<file path="config.mk">
export PLATFORM = sky130hd
export DESIGN_NAME = viewport_cursor_tracker_flat
export DESIGN_NICKNAME = d
export VERILOG_FILES = /design/src/sv/vct_pkg.sv /design/src/sv/vct_cmd_if.sv /design/src/sv/vct_pos_if.sv /design/src/sv/vct_step.sv /design/src/sv/viewport_cursor_tracker.sv /design/src/flat_wrapper.sv
export SDC_FILE = /design/constraint.sdc
export NUM_CORES = 2
export LEC_CHECK = 0
export BUFFER_PORTS_ARGS = -buffer_cell sky130_fd_sc_hd__buf_2
export CORE_UTILIZATION = 24
export DETAILED_ROUTE_END_ITERATION = 8
export MAX_ROUTING_LAYER = met4
export PLACE_DENSITY_LB_ADDON = 0.25
export SLEW_MARGIN = 40
export SYNTH_ARGS = -nofsm -noshare
export SYNTH_HDL_FRONTEND = slang
export SYNTH_HIERARCHICAL = 1
export SYNTH_SLANG_ARGS = --single-unit
</file>
<file path="constraint.sdc">
create_clock -name clk -period 13.6 [get_ports clk]
set_clock_uncertainty 0.15 [all_clocks]
set_input_delay 0.68 -clock clk [delete_from_list [all_inputs] [get_ports clk]]
set_output_delay 0.68 -clock clk [all_outputs]
set_load 0.02 [all_outputs]
</file>
<file path="src/sv/vct_pkg.sv">
// Shared types and constants for the viewport cursor tracker.
package vct_pkg;

    localparam int CMD_BITS       = 4;
    localparam int ARG_LINE_BITS  = 32;
    localparam int ARG_COL_BITS   = 16;
    localparam int CFG_DATA_BITS  = 13;
    localparam int CFG_INDEX_BITS = 1;

    localparam logic [CMD_BITS-1:0] CMD_SET       = 4'd0;
    localparam logic [CMD_BITS-1:0] CMD_PAGE_DOWN = 4'd1;
    localparam logic [CMD_BITS-1:0] CMD_PAGE_UP   = 4'd2;
    localparam logic [CMD_BITS-1:0] CMD_PAN_RIGHT = 4'd3;
    localparam logic [CMD_BITS-1:0] CMD_PAN_LEFT  = 4'd4;
    localparam logic [CMD_BITS-1:0] CMD_ADJ_LINE  = 4'd5;
    localparam logic [CMD_BITS-1:0] CMD_ADJ_COL   = 4'd6;
    localparam logic [CMD_BITS-1:0] CMD_DOWN      = 4'd7;
    localparam logic [CMD_BITS-1:0] CMD_UP        = 4'd8;
    localparam logic [CMD_BITS-1:0] CMD_RIGHT     = 4'd9;
    localparam logic [CMD_BITS-1:0] CMD_LEFT      = 4'd10;
    localparam logic [CMD_BITS-1:0] CMD_JUMP_LINE = 4'd11;
    localparam logic [CMD_BITS-1:0] CMD_JUMP_COL  = 4'd12;

    localparam logic [CFG_INDEX_BITS-1:0] CFG_HEIGHT = 1'd0;
    localparam logic [CFG_INDEX_BITS-1:0] CFG_WIDTH  = 1'd1;

    localparam logic [CFG_DATA_BITS-1:0] HEIGHT_RESET = 13'd23;
    localparam logic [CFG_DATA_BITS-1:0] WIDTH_RESET  = 13'd78;

    typedef struct packed {
        logic [CMD_BITS-1:0]             command;
        logic signed [ARG_LINE_BITS-1:0] line_arg;
        logic [ARG_COL_BITS-1:0]         column_arg;
        logic signed [ARG_LINE_BITS-1:0] window_line_arg;
        logic [ARG_COL_BITS-1:0]         window_column_arg;
        logic                            use_window_size;
    } cmd_t;

endpackage

</file>
<file path="src/sv/vct_cmd_if.sv">
// Command channel: valid/ready plus one command and its arguments.
interface vct_cmd_if;
    logic                                     valid;
    logic                                     ready;
    logic [vct_pkg::CMD_BITS-1:0]             command;
    logic signed [vct_pkg::ARG_LINE_BITS-1:0] line_arg;
    logic [vct_pkg::ARG_COL_BITS-1:0]         column_arg;
    logic signed [vct_pkg::ARG_LINE_BITS-1:0] window_line_arg;
    logic [vct_pkg::ARG_COL_BITS-1:0]         window_column_arg;
    logic                                     use_window_size;

    modport source (
        output valid, command, line_arg, column_arg, window_line_arg,
               window_column_arg, use_window_size,
        input  ready
    );

    modport sink (
        input  valid, command, line_arg, column_arg, window_line_arg,
               window_column_arg, use_window_size,
        output ready
    );
endinterface

</file>
<file path="src/sv/vct_pos_if.sv">
// Position channel: valid/ready plus cursor and window coordinates.
interface vct_pos_if #(
    parameter int LINE_BITS   = 31,
    parameter int COLUMN_BITS = 16
);
    logic                   valid;
    logic                   ready;
    logic [LINE_BITS-1:0]   cursor_line_out;
    logic [COLUMN_BITS-1:0] cursor_column_out;
    logic [LINE_BITS-1:0]   window_line_out;
    logic [COLUMN_BITS-1:0] window_column_out;

    modport source (
        output valid, cursor_line_out, cursor_column_out, window_line_out,
               window_column_out,
        input  ready
    );

    modport sink (
        input  valid, cursor_line_out, cursor_column_out, window_line_out,
               window_column_out,
        output ready
    );
endinterface

</file>
<file path="src/sv/vct_step.sv">
// Next-state logic: applies one command to the cursor and window coordinates.
module vct_step #(
    parameter int LINE_BITS   = 31,
    parameter int COLUMN_BITS = 16
) (
    input  vct_pkg::cmd_t                      cmd,
    input  logic [vct_pkg::CFG_DATA_BITS-1:0]  window_height,
    input  logic [vct_pkg::CFG_DATA_BITS-1:0]  window_width,
    input  logic [LINE_BITS-1:0]               cursor_line,
    input  logic [COLUMN_BITS-1:0]             cursor_column,
    input  logic [LINE_BITS-1:0]               window_line,
    input  logic [COLUMN_BITS-1:0]             window_column,
    output logic [LINE_BITS-1:0]               cursor_line_next,
    output logic [COLUMN_BITS-1:0]             cursor_column_next,
    output logic [LINE_BITS-1:0]               window_line_next,
    output logic [COLUMN_BITS-1:0]             window_column_next
);
    import vct_pkg::*;

    // one spare bit so that a saturating add never wraps
    localparam int LW = ((LINE_BITS > ARG_LINE_BITS) ? LINE_BITS : ARG_LINE_BITS) + 1;
    localparam int CW = ((COLUMN_BITS > ARG_COL_BITS) ? COLUMN_BITS : ARG_COL_BITS) + 1;
    localparam logic [LW-1:0] LMAX = {{(LW-LINE_BITS){1'b0}}, {LINE_BITS{1'b1}}};
    localparam logic [CW-1:0] CMAX = {{(CW-COLUMN_BITS){1'b0}}, {COLUMN_BITS{1'b1}}};

    function automatic logic [LW-1:0] l_add_sat(input logic [LW-1:0] a, input logic [LW-1:0] b);
        logic [LW-1:0] s;
        s = a + b;
        return (s > LMAX) ? LMAX : s;
    endfunction

    function automatic logic [LW-1:0] l_sub(input logic [LW-1:0] a, input logic [LW-1:0] b);
        return (a > b) ? a - b : '0;
    endfunction

    function automatic logic [CW-1:0] c_add_sat(input logic [CW-1:0] a, input logic [CW-1:0] b);
        logic [CW-1:0] s;
        s = a + b;
        return (s > CMAX) ? CMAX : s;
    endfunction

    function automatic logic [CW-1:0] c_sub(input logic [CW-1:0] a, input logic [CW-1:0] b);
        return (a > b) ? a - b : '0;
    endfunction

    function automatic logic [LW-1:0] l_clamp(input logic signed [ARG_LINE_BITS-1:0] v);
        logic [LW-1:0] p;
        p = LW'(v[ARG_LINE_BITS-2:0]);
        if (v[ARG_LINE_BITS-1])
        begin
            return '0;
        end
        return (p > LMAX) ? LMAX : p;
    endfunction

    logic [LW-1:0]            cl, wl, hl, la_pos, mag, s_cl, s_wl0, s_wl1, jt;
    logic [CW-1:0]            cc, wc, wv, ca, cac, s_wc0, s_wc1;
    logic [ARG_LINE_BITS-1:0] mag32;
    logic [CFG_DATA_BITS-1:0] h13, w13;
    logic                     la_neg;

    assign h13    = (window_height == '0) ? CFG_DATA_BITS'(1) : window_height;
    assign w13    = (window_width == '0) ? CFG_DATA_BITS'(1) : window_width;
    assign hl     = LW'(h13);
    assign wv     = CW'(w13);
    assign cl     = LW'(cursor_line);
    assign wl     = LW'(window_line);
    assign cc     = CW'(cursor_column);
    assign wc     = CW'(window_column);
    assign ca     = CW'(cmd.column_arg);
    assign cac    = (ca > CMAX) ? CMAX : ca;
    assign la_neg = cmd.line_arg[ARG_LINE_BITS-1];
    assign la_pos = la_neg ? '0 : LW'(cmd.line_arg[ARG_LINE_BITS-2:0]);
    assign mag32  = la_neg ? -cmd.line_arg : cmd.line_arg;
    assign mag    = LW'(mag32);

    assign s_cl  = l_clamp(cmd.line_arg);
    assign s_wl0 = l_clamp(cmd.window_line_arg);
    assign s_wl1 = (s_cl < s_wl0) ? s_cl : s_wl0;
    assign s_wc0 = (CW'(cmd.window_column_arg) > CMAX) ? CMAX : CW'(cmd.window_column_arg);
    assign s_wc1 = (cac < s_wc0) ? cac : s_wc0;
    assign jt    = s_cl;

    always_comb
    begin
        logic [LW-1:0] ncl, nwl, dl;
        logic [CW-1:0] ncc, nwc, dc;
        ncl = cl;
        nwl = wl;
        ncc = cc;
        nwc = wc;
        dl  = '0;
        dc  = '0;
        unique case (cmd.command)
            CMD_SET:
            begin
                ncl = s_cl;
                nwl = (s_cl >= s_wl1 + hl) ? l_sub(s_cl, hl - LW'(1)) : s_wl1;
                ncc = cac;
                nwc = (cac >= s_wc1 + wv) ? c_sub(cac, wv - CW'(1)) : s_wc1;
            end
            CMD_PAGE_DOWN:
            begin
                dl  = (cmd.use_window_size || la_neg) ? hl : la_pos;
                nwl = l_add_sat(wl, dl);
                ncl = l_add_sat(cl, dl);
            end
            CMD_PAGE_UP:
            begin
                dl  = (cmd.use_window_size || la_neg) ? hl : la_pos;
                nwl = l_sub(wl, dl);
                ncl = l_sub(cl, dl);
            end
            CMD_PAN_RIGHT:
            begin
                dc  = cmd.use_window_size ? wv : ca;
                nwc = c_add_sat(wc, dc);
                ncc = (cc < nwc) ? nwc : cc;
            end
            CMD_PAN_LEFT:
            begin
                dc  = cmd.use_window_size ? wv : ca;
                nwc = c_sub(wc, dc);
                ncc = (cc >= nwc + wv) ? nwc + wv - CW'(1) : cc;
            end
            CMD_ADJ_LINE:
            begin
                dl  = (la_pos >= hl) ? hl - LW'(1) : la_pos;
                nwl = l_sub(cl, dl);
            end
            CMD_ADJ_COL:
            begin
                dc  = (ca >= wv) ? wv - CW'(1) : ca;
                nwc = c_sub(cc, dc);
            end
            CMD_DOWN, CMD_UP:
            begin
                if ((cmd.command == CMD_DOWN) != la_neg)
                begin
                    ncl = l_add_sat(cl, mag);
                    if (ncl >= wl + hl)
                    begin
                        nwl = l_add_sat(l_sub(ncl, hl), LW'(1));
                    end
                end
                else
                begin
                    ncl = l_sub(cl, mag);
                    if (ncl < wl)
                    begin
                        nwl = ncl;
                    end
                end
            end
            CMD_RIGHT:
            begin
                ncc = c_add_sat(cc, ca);
                if (ncc >= wc + wv)
                begin
                    nwc = c_add_sat(c_sub(ncc, wv), CW'(1));
                end
            end
            CMD_LEFT:
            begin
                if (ca >= cc)
                begin
                    ncc = '0;
                    nwc = '0;
                end
                else
                begin
                    ncc = cc - ca;
                    if (ncc < wc)
                    begin
                        nwc = ncc;
                    end
                end
            end
            CMD_JUMP_LINE:
            begin
                if (!(jt >= wl && jt < wl + hl))
                begin
                    nwl = l_sub(jt, hl >> 1);
                end
                ncl = jt;
            end
            CMD_JUMP_COL:
            begin
                if (!(cac >= wc && cac < wc + wv))
                begin
                    nwc = c_sub(cac, wv >> 1);
                end
                ncc = cac;
            end
            default:
            begin
                ncl = cl;
            end
        endcase
        cursor_line_next   = ncl[LINE_BITS-1:0];
        window_line_next   = nwl[LINE_BITS-1:0];
        cursor_column_next = ncc[COLUMN_BITS-1:0];
        window_column_next = nwc[COLUMN_BITS-1:0];
    end

endmodule

</file>
<file path="src/sv/viewport_cursor_tracker.sv">
// Top level of the viewport cursor tracker: command register, state and result.
//
//  channel | dir | handshake          | payload
//  cmd     | in  | cmd.valid/ready    | command, line/column args, use_window_size
//  pos     | out | pos.valid/ready    | cursor and window line/column
//  cfg     | in  | cfg_we             | cfg_index, cfg_data (window height/width)
//
// One command per cycle sustained while pos.ready stays high; a result passes through
// the command register, then the coordinate registers, which are also the result.
// The coordinates advance only when the result slot is free, so a stall on pos
// holds one command in the command register and then drops cmd.ready.
// Reset clears all coordinates and loads the default window size.
module viewport_cursor_tracker #(
    parameter int LINE_BITS   = 31,
    parameter int COLUMN_BITS = 16
) (
    input  logic                                clk,
    input  logic                                rst_n,
    vct_cmd_if.sink                             cmd,
    vct_pos_if.source                           pos,
    input  logic                                cfg_we,
    input  logic [vct_pkg::CFG_INDEX_BITS-1:0]  cfg_index,
    input  logic [vct_pkg::CFG_DATA_BITS-1:0]   cfg_data
);
    import vct_pkg::*;

    cmd_t                     cmd_reg;
    logic                     cmd_valid_reg, cmd_valid_next;
    logic                     out_valid_reg, out_valid_next;
    logic [CFG_DATA_BITS-1:0] height_reg, width_reg;
    logic [LINE_BITS-1:0]     cursor_line_reg, cursor_line_next;
    logic [COLUMN_BITS-1:0]   cursor_column_reg, cursor_column_next;
    logic [LINE_BITS-1:0]     window_line_reg, window_line_next;
    logic [COLUMN_BITS-1:0]   window_column_reg, window_column_next;
    logic                     take, fire;

    assign fire      = cmd_valid_reg && (!out_valid_reg || pos.ready);
    assign cmd.ready = !cmd_valid_reg || fire;
    assign take      = cmd.valid && cmd.ready;

    assign cmd_valid_next = take || (cmd_valid_reg && !fire);
    assign out_valid_next = fire || (out_valid_reg && !pos.ready);

    always_ff @(posedge clk)
    begin
        if (take)
        begin
            cmd_reg.command           <= cmd.command;
            cmd_reg.line_arg          <= cmd.line_arg;
            cmd_reg.column_arg        <= cmd.column_arg;
            cmd_reg.window_line_arg   <= cmd.window_line_arg;
            cmd_reg.window_column_arg <= cmd.window_column_arg;
            cmd_reg.use_window_size   <= cmd.use_window_size;
        end
    end

    always_ff @(posedge clk or negedge rst_n)
    begin
        if (!rst_n)
        begin
            cmd_valid_reg <= 1'b0;
            out_valid_reg <= 1'b0;
        end
        else
        begin
            cmd_valid_reg <= cmd_valid_next;
            out_valid_reg <= out_valid_next;
        end
    end

    always_ff @(posedge clk or negedge rst_n)
    begin
        if (!rst_n)
        begin
            height_reg <= HEIGHT_RESET;
            width_reg  <= WIDTH_RESET;
        end
        else if (cfg_we)
        begin
            unique case (cfg_index)
                CFG_HEIGHT: height_reg <= cfg_data;
                CFG_WIDTH:  width_reg  <= cfg_data;
            endcase
        end
    end

    vct_step #(
        .LINE_BITS   (LINE_BITS),
        .COLUMN_BITS (COLUMN_BITS)
    ) u_step (
        .cmd                (cmd_reg),
        .window_height      (height_reg),
        .window_width       (width_reg),
        .cursor_line        (cursor_line_reg),
        .cursor_column      (cursor_column_reg),
        .window_line        (window_line_reg),
        .window_column      (window_column_reg),
        .cursor_line_next   (cursor_line_next),
        .cursor_column_next (cursor_column_next),
        .window_line_next   (window_line_next),
        .window_column_next (window_column_next)
    );

    always_ff @(posedge clk or negedge rst_n)
    begin
        if (!rst_n)
        begin
            cursor_line_reg   <= '0;
            cursor_column_reg <= '0;
            window_line_reg   <= '0;
            window_column_reg <= '0;
        end
        else if (fire)
        begin
            cursor_line_reg   <= cursor_line_next;
            cursor_column_reg <= cursor_column_next;
            window_line_reg   <= window_line_next;
            window_column_reg <= window_column_next;
        end
    end

    assign pos.valid             = out_valid_reg;
    assign pos.cursor_line_out   = cursor_line_reg;
    assign pos.cursor_column_out = cursor_column_reg;
    assign pos.window_line_out   = window_line_reg;
    assign pos.window_column_out = window_column_reg;

endmodule

</file>
<file path="src/flat_wrapper.sv">
// flat-port wrapper written by rule: the top's interface ports become plain ports
module viewport_cursor_tracker_flat import vct_pkg::*;
#(
    parameter int LINE_BITS   = 31,
    parameter int COLUMN_BITS = 16
)
  (clk, rst_n, cfg_we, cfg_index, cfg_data, cmd_valid, cmd_command, cmd_line_arg, cmd_column_arg, cmd_window_line_arg, cmd_window_column_arg, cmd_use_window_size, cmd_ready, pos_valid, pos_cursor_line_out, pos_cursor_column_out, pos_window_line_out, pos_window_column_out, pos_ready);
  vct_cmd_if cmd_i ();
  vct_pos_if #(.LINE_BITS(LINE_BITS), .COLUMN_BITS(COLUMN_BITS)) pos_i ();
  input  logic clk;
  input  logic rst_n;
  input  logic cfg_we;
  input  logic [vct_pkg::CFG_INDEX_BITS-1:0] cfg_index;
  input  logic [vct_pkg::CFG_DATA_BITS-1:0] cfg_data;
  input wire logic [$bits(cmd_i.valid)-1:0] cmd_valid;
  input wire logic [$bits(cmd_i.command)-1:0] cmd_command;
  input wire logic [$bits(cmd_i.line_arg)-1:0] cmd_line_arg;
  input wire logic [$bits(cmd_i.column_arg)-1:0] cmd_column_arg;
  input wire logic [$bits(cmd_i.window_line_arg)-1:0] cmd_window_line_arg;
  input wire logic [$bits(cmd_i.window_column_arg)-1:0] cmd_window_column_arg;
  input wire logic [$bits(cmd_i.use_window_size)-1:0] cmd_use_window_size;
  output wire logic [$bits(cmd_i.ready)-1:0] cmd_ready;
  output wire logic [$bits(pos_i.valid)-1:0] pos_valid;
  output wire logic [$bits(pos_i.cursor_line_out)-1:0] pos_cursor_line_out;
  output wire logic [$bits(pos_i.cursor_column_out)-1:0] pos_cursor_column_out;
  output wire logic [$bits(pos_i.window_line_out)-1:0] pos_window_line_out;
  output wire logic [$bits(pos_i.window_column_out)-1:0] pos_window_column_out;
  input wire logic [$bits(pos_i.ready)-1:0] pos_ready;
  assign cmd_i.valid = cmd_valid;
  assign cmd_i.command = cmd_command;
  assign cmd_i.line_arg = cmd_line_arg;
  assign cmd_i.column_arg = cmd_column_arg;
  assign cmd_i.window_line_arg = cmd_window_line_arg;
  assign cmd_i.window_column_arg = cmd_window_column_arg;
  assign cmd_i.use_window_size = cmd_use_window_size;
  assign cmd_ready = cmd_i.ready;
  assign pos_valid = pos_i.valid;
  assign pos_cursor_line_out = pos_i.cursor_line_out;
  assign pos_cursor_column_out = pos_i.cursor_column_out;
  assign pos_window_line_out = pos_i.window_line_out;
  assign pos_window_column_out = pos_i.window_column_out;
  assign pos_i.ready = pos_ready;
  viewport_cursor_tracker #(.LINE_BITS(LINE_BITS), .COLUMN_BITS(COLUMN_BITS)) u_core (.clk(clk), .rst_n(rst_n), .cmd(cmd_i), .pos(pos_i), .cfg_we(cfg_we), .cfg_index(cfg_index), .cfg_data(cfg_data));
endmodule
</file>
==> flow_summary_export.csv <==
group,metric,value,unit
yosys,synth-simple-area-share,19.7,%
worst_setup_path,crit_path_max_incr_delay,650,ps
worst_setup_path,worstSetupPathType,"flip-flop to flip-flop",
pwr,p_int,6.50,mW
yosys,synth_area,50600,sq um
route,wl_met1,130000,um
yosys,ys_types,103,
cts,postCtsHoldBufs,10,
cts,cts_tree,"built",
global_route,track_usage,26.7,%
yosys,ys_seq_area_share,12.0,%
die,initial_utilization,24.2,%
route,wl_met3,24600,um
yosys,ys_seq_elements,223,
min_path,hold_class,"input port to flip-flop",
cts,insertion_delay,680,ps
cts,numCtsBuffers,38,
yosys,synth_top_cell_by_area,"ha_1",
pwr,seqPwrFrac,7.7,%
cts,cts_buffer_depth,3,
sta,setup_tns,0,ps
route,wirelength,286000,um
yosys,post-synth-top-count-cell,"ha_1",
sta,hold_viol,0,
route,post_drt_via_cell_ratio,5.59,
worst_setup_path,crit_path_start_kind,"flip-flop",
layout,n_fill_cell,22992,
outcome,outcome,"finished, final reports clean",
yosys,ys_dominant_reg_cell,"dfrtp_1",
die,die-area,213000,sq um
die,die_w,461,um
worst_setup_path,rr_worst_depth,45,
placed_design,place_area,56100,sq um
yosys,syn_inst,6688,
global_route,grt_max_degree,51,
yosys,synth_compound_area_share,26.2,%
pwr,p_comb_share,85.7,%
yosys,async_flop_share,54.7,%
die,rows,168,
route,vias,54582,
worst_setup_path,crit_path_frequent_cell,"nand2_1",
yosys,synth_fa_ha_area_share,21.1,%
worst_setup_path,rr_endpoint,"u_core/pos.window_line_out[24]$_DFFE_PN0P_",
sta,timing.final.crit_share,90.4,%
sta,setup_viol,0,
sta,rsz0062_at_grt,"no",
layout,fin_area,57600,sq um
die,num_io_pins,216,
global_route,grt_first_pass_wirelength,393000,um
route,highest_layer,"met4",
layout,layout.nets,7863,
cts,postCtsSetupBuffers,0,
route,wl_per_cell,29.3,um
route,drt_iter0_markers,5979,
placed_design,portBuffers,215,
worst_setup_path,worstSetupStartpoint,"u_core/cmd_reg[65]$_DFFE_PP_",
yosys,synth_top_family_by_area,"compound AO/OA/AOI/OAI gates",
yosys,synth-edff-count,101,
pwr,p_leak,25.6,nW
worst_setup_path,path_max_fanout,18,
pwr,p_sw_share,61.0,%
worst_setup_path,cpMaxStageDelayCell,"nor4_1",
die,coreArea,210000,sq um
cts,clk_pin_slew,60,ps
run,max_cap_violations,0,
cts,cts_num_sinks,223,
yosys,yosys-top-cells-count,"ha_1, a21oi_1, nor2_1",
worst_setup_path,crit_end,"u_core/pos.window_line_out[24]$_DFFE_PN0P_",
placed_design,place_congestion,1.06,
yosys,ys_top_cells_by_area,"ha_1, xnor2_1, a21oi_1, edfxtp_1, dfrtp_1",
pwr,ir_drop,125,uV
cts,cts_max_level,2,
yosys,synth_xor_xnor_area_share,8.79,%
pwr,p_per_area,290,nW/um^2
worst_setup_path,cp.arrival,12690,ps
layout,area_delta_synth_final,13.7,%
global_route,antenna_found_initial,28,
route,drt_pre_antenna_iters,6,
sta,fmaxAchievable,0.0813,GHz
pwr,switchingPower,10.2,mW
placed_design,place_hpwl,239000,um
yosys,yosysWarnings,6,
sta,finalMaxSlewViolations,0,
worst_setup_path,endpoint_kind,"flip-flop",
route,wl_met2,119000,um
worst_setup_path,r2r-start,"u_core/cmd_reg[65]$_DFFE_PP_",
worst_setup_path,rrSetupSlack,1300,ps
global_route,overflow,0,
cts,ctsRootBufferMaster,"clkbuf_16",
layout,largest_reg_flops,101,
yosys,avgSynthCellArea,7.57,sq um
route,drc,0,
sta,slew_headroom,29.0,%
global_route,first_global_vias,50804,
yosys,synthMuxAreaShare,6.14,%
worst_setup_path,critPathRequiredTime,13990,ps
sta,period_minus_slack,12300,ps
sta,tightest_slew,1050,ps
cts,cts_resized,0,
die,die_height,461,um
yosys,yosysTopAreaCellShare,20.2,%
pwr,p_clk_share,6.6,%
layout,drive_gt1_share,11.5,%
route,ant_nets,0,
-- worst min path at each step --
stage | startpoint | end | depth (start not counted) | slack (ps)
floorplan | rst_n | u_core/cmd_valid_reg$_DFF_PN0_ | 0 | 230
global placement | u_core/cmd_valid_reg$_DFF_PN0_ | u_core/pos.valid$_DFF_PN0_ | 1 | 440
detailed placement | u_core/pos.valid$_DFF_PN0_ | u_core/pos.valid$_DFF_PN0_ | 2 | 440
CTS | cmd_line_arg[2] | u_core/cmd_reg[67]$_DFFE_PP_ | 1 | 4
global route | cmd_line_arg[5] | u_core/cmd_reg[70]$_DFFE_PP_ | 1 | 20
finish | cmd_line_arg[2] | u_core/cmd_reg[67]$_DFFE_PP_ | 1 | 40
-- routing by layer --
metal | vias up | global-route usage (%)
li1 | 24901 | -
met1 | 26719 | 36.6
met2 | 2529 | 38.4
met3 | 433 | 4.95
met4 | 0 | 9.89
met5 | - | -
-- layout by cell type, fill, tap and decap left out, types with 66 or more instances in the layout --
cell type | synthesis | layout
nor4_1 | 76 | 66
xor2_1 | 127 | 127
o21bai_1 | 92 | 92
a21oi_1 | 611 | 607
edfxtp_1 | 101 | 101
buf_4 | 5 | 195
inv_1 | 477 | 476
nand4_1 | 109 | 109
mux2_2 | 94 | 94
nor3_1 | 202 | 197
ha_1 | 817 | 817
nand3_1 | 137 | 136
a21o_1 | 187 | 187
nor2b_1 | 86 | 85
mux2i_1 | 115 | 115
nand2b_1 | 140 | 140
nor2_1 | 593 | 588
buf_2 | 14 | 215
dfrtp_1 | 114 | 114
o21a_1 | 95 | 95
o21ai_0 | 434 | 432
xnor2_1 | 381 | 375
nand2_1 | 399 | 398
-- critical path: cells and delay by family (launching register included) --
family | cells | cell delay [ps]
and+or+nand+nor | 19 | 4500
AOI/OAI and AO/OA | 14 | 4070
adders and majority gates | 4 | 1180
buffers and inverters | 5 | 960
DFF | 1 | 500
xor gates and xnor gates | 2 | 500
muxes | 1 | 280
-- cell type report --
cell class                 instances  area (sq um)  share of cell area, %
clock inverter                    27           307                  0.533
sequential                       223          6100                   10.6
multi-input combinational       5736         42100                   73.2
tap                             2805          3510                   6.10
timing repair buffer             425          2710                   4.70
antenna                           19          47.5                 0.0826
inverter                         479          1800                   3.12
clock buffer                      43           980                   1.70
-- metrics by stage --
stage	worst slack, ps	power, mW	util, %	hold WS, ps	instances
floorplan	3340	10.2	-	234	6731
global placement	1690	15.1	26.6	444	9654
detailed placement	1600	15.2	26.8	442	9657
CTS	1570	16.4	27.4	4.10	9737
global route	512	17.7	27.5	24.4	9752
finish	1300	16.7	27.5	42.8	9757
-- cell families (layout without fill, tap and decap cells) --
family,after synthesis,after routing
AOI/OAI and AO/OA,2050,2050
adders and majority gates,840,840
other,2,64
xor gates and xnor gates,508,508
buffers and inverters,772,974
and+or+nand+nor,2024,2024
DFF,223,223
muxes,269,269
-- power groups by stage --
stage	Sequential, mW	Combinational [mW]	Clock, mW
4_1_cts	1.29	14.0	1.13
5_1_grt	1.30	15.3	1.15
3_5_place_dp	1.30	13.9	0
6_report	1.29	14.3	1.09
3_3_place_gp	1.30	13.8	0
2_1_floorplan	1.34	8.88	0
Note: power is estimated with default switching activity, not from simulation.
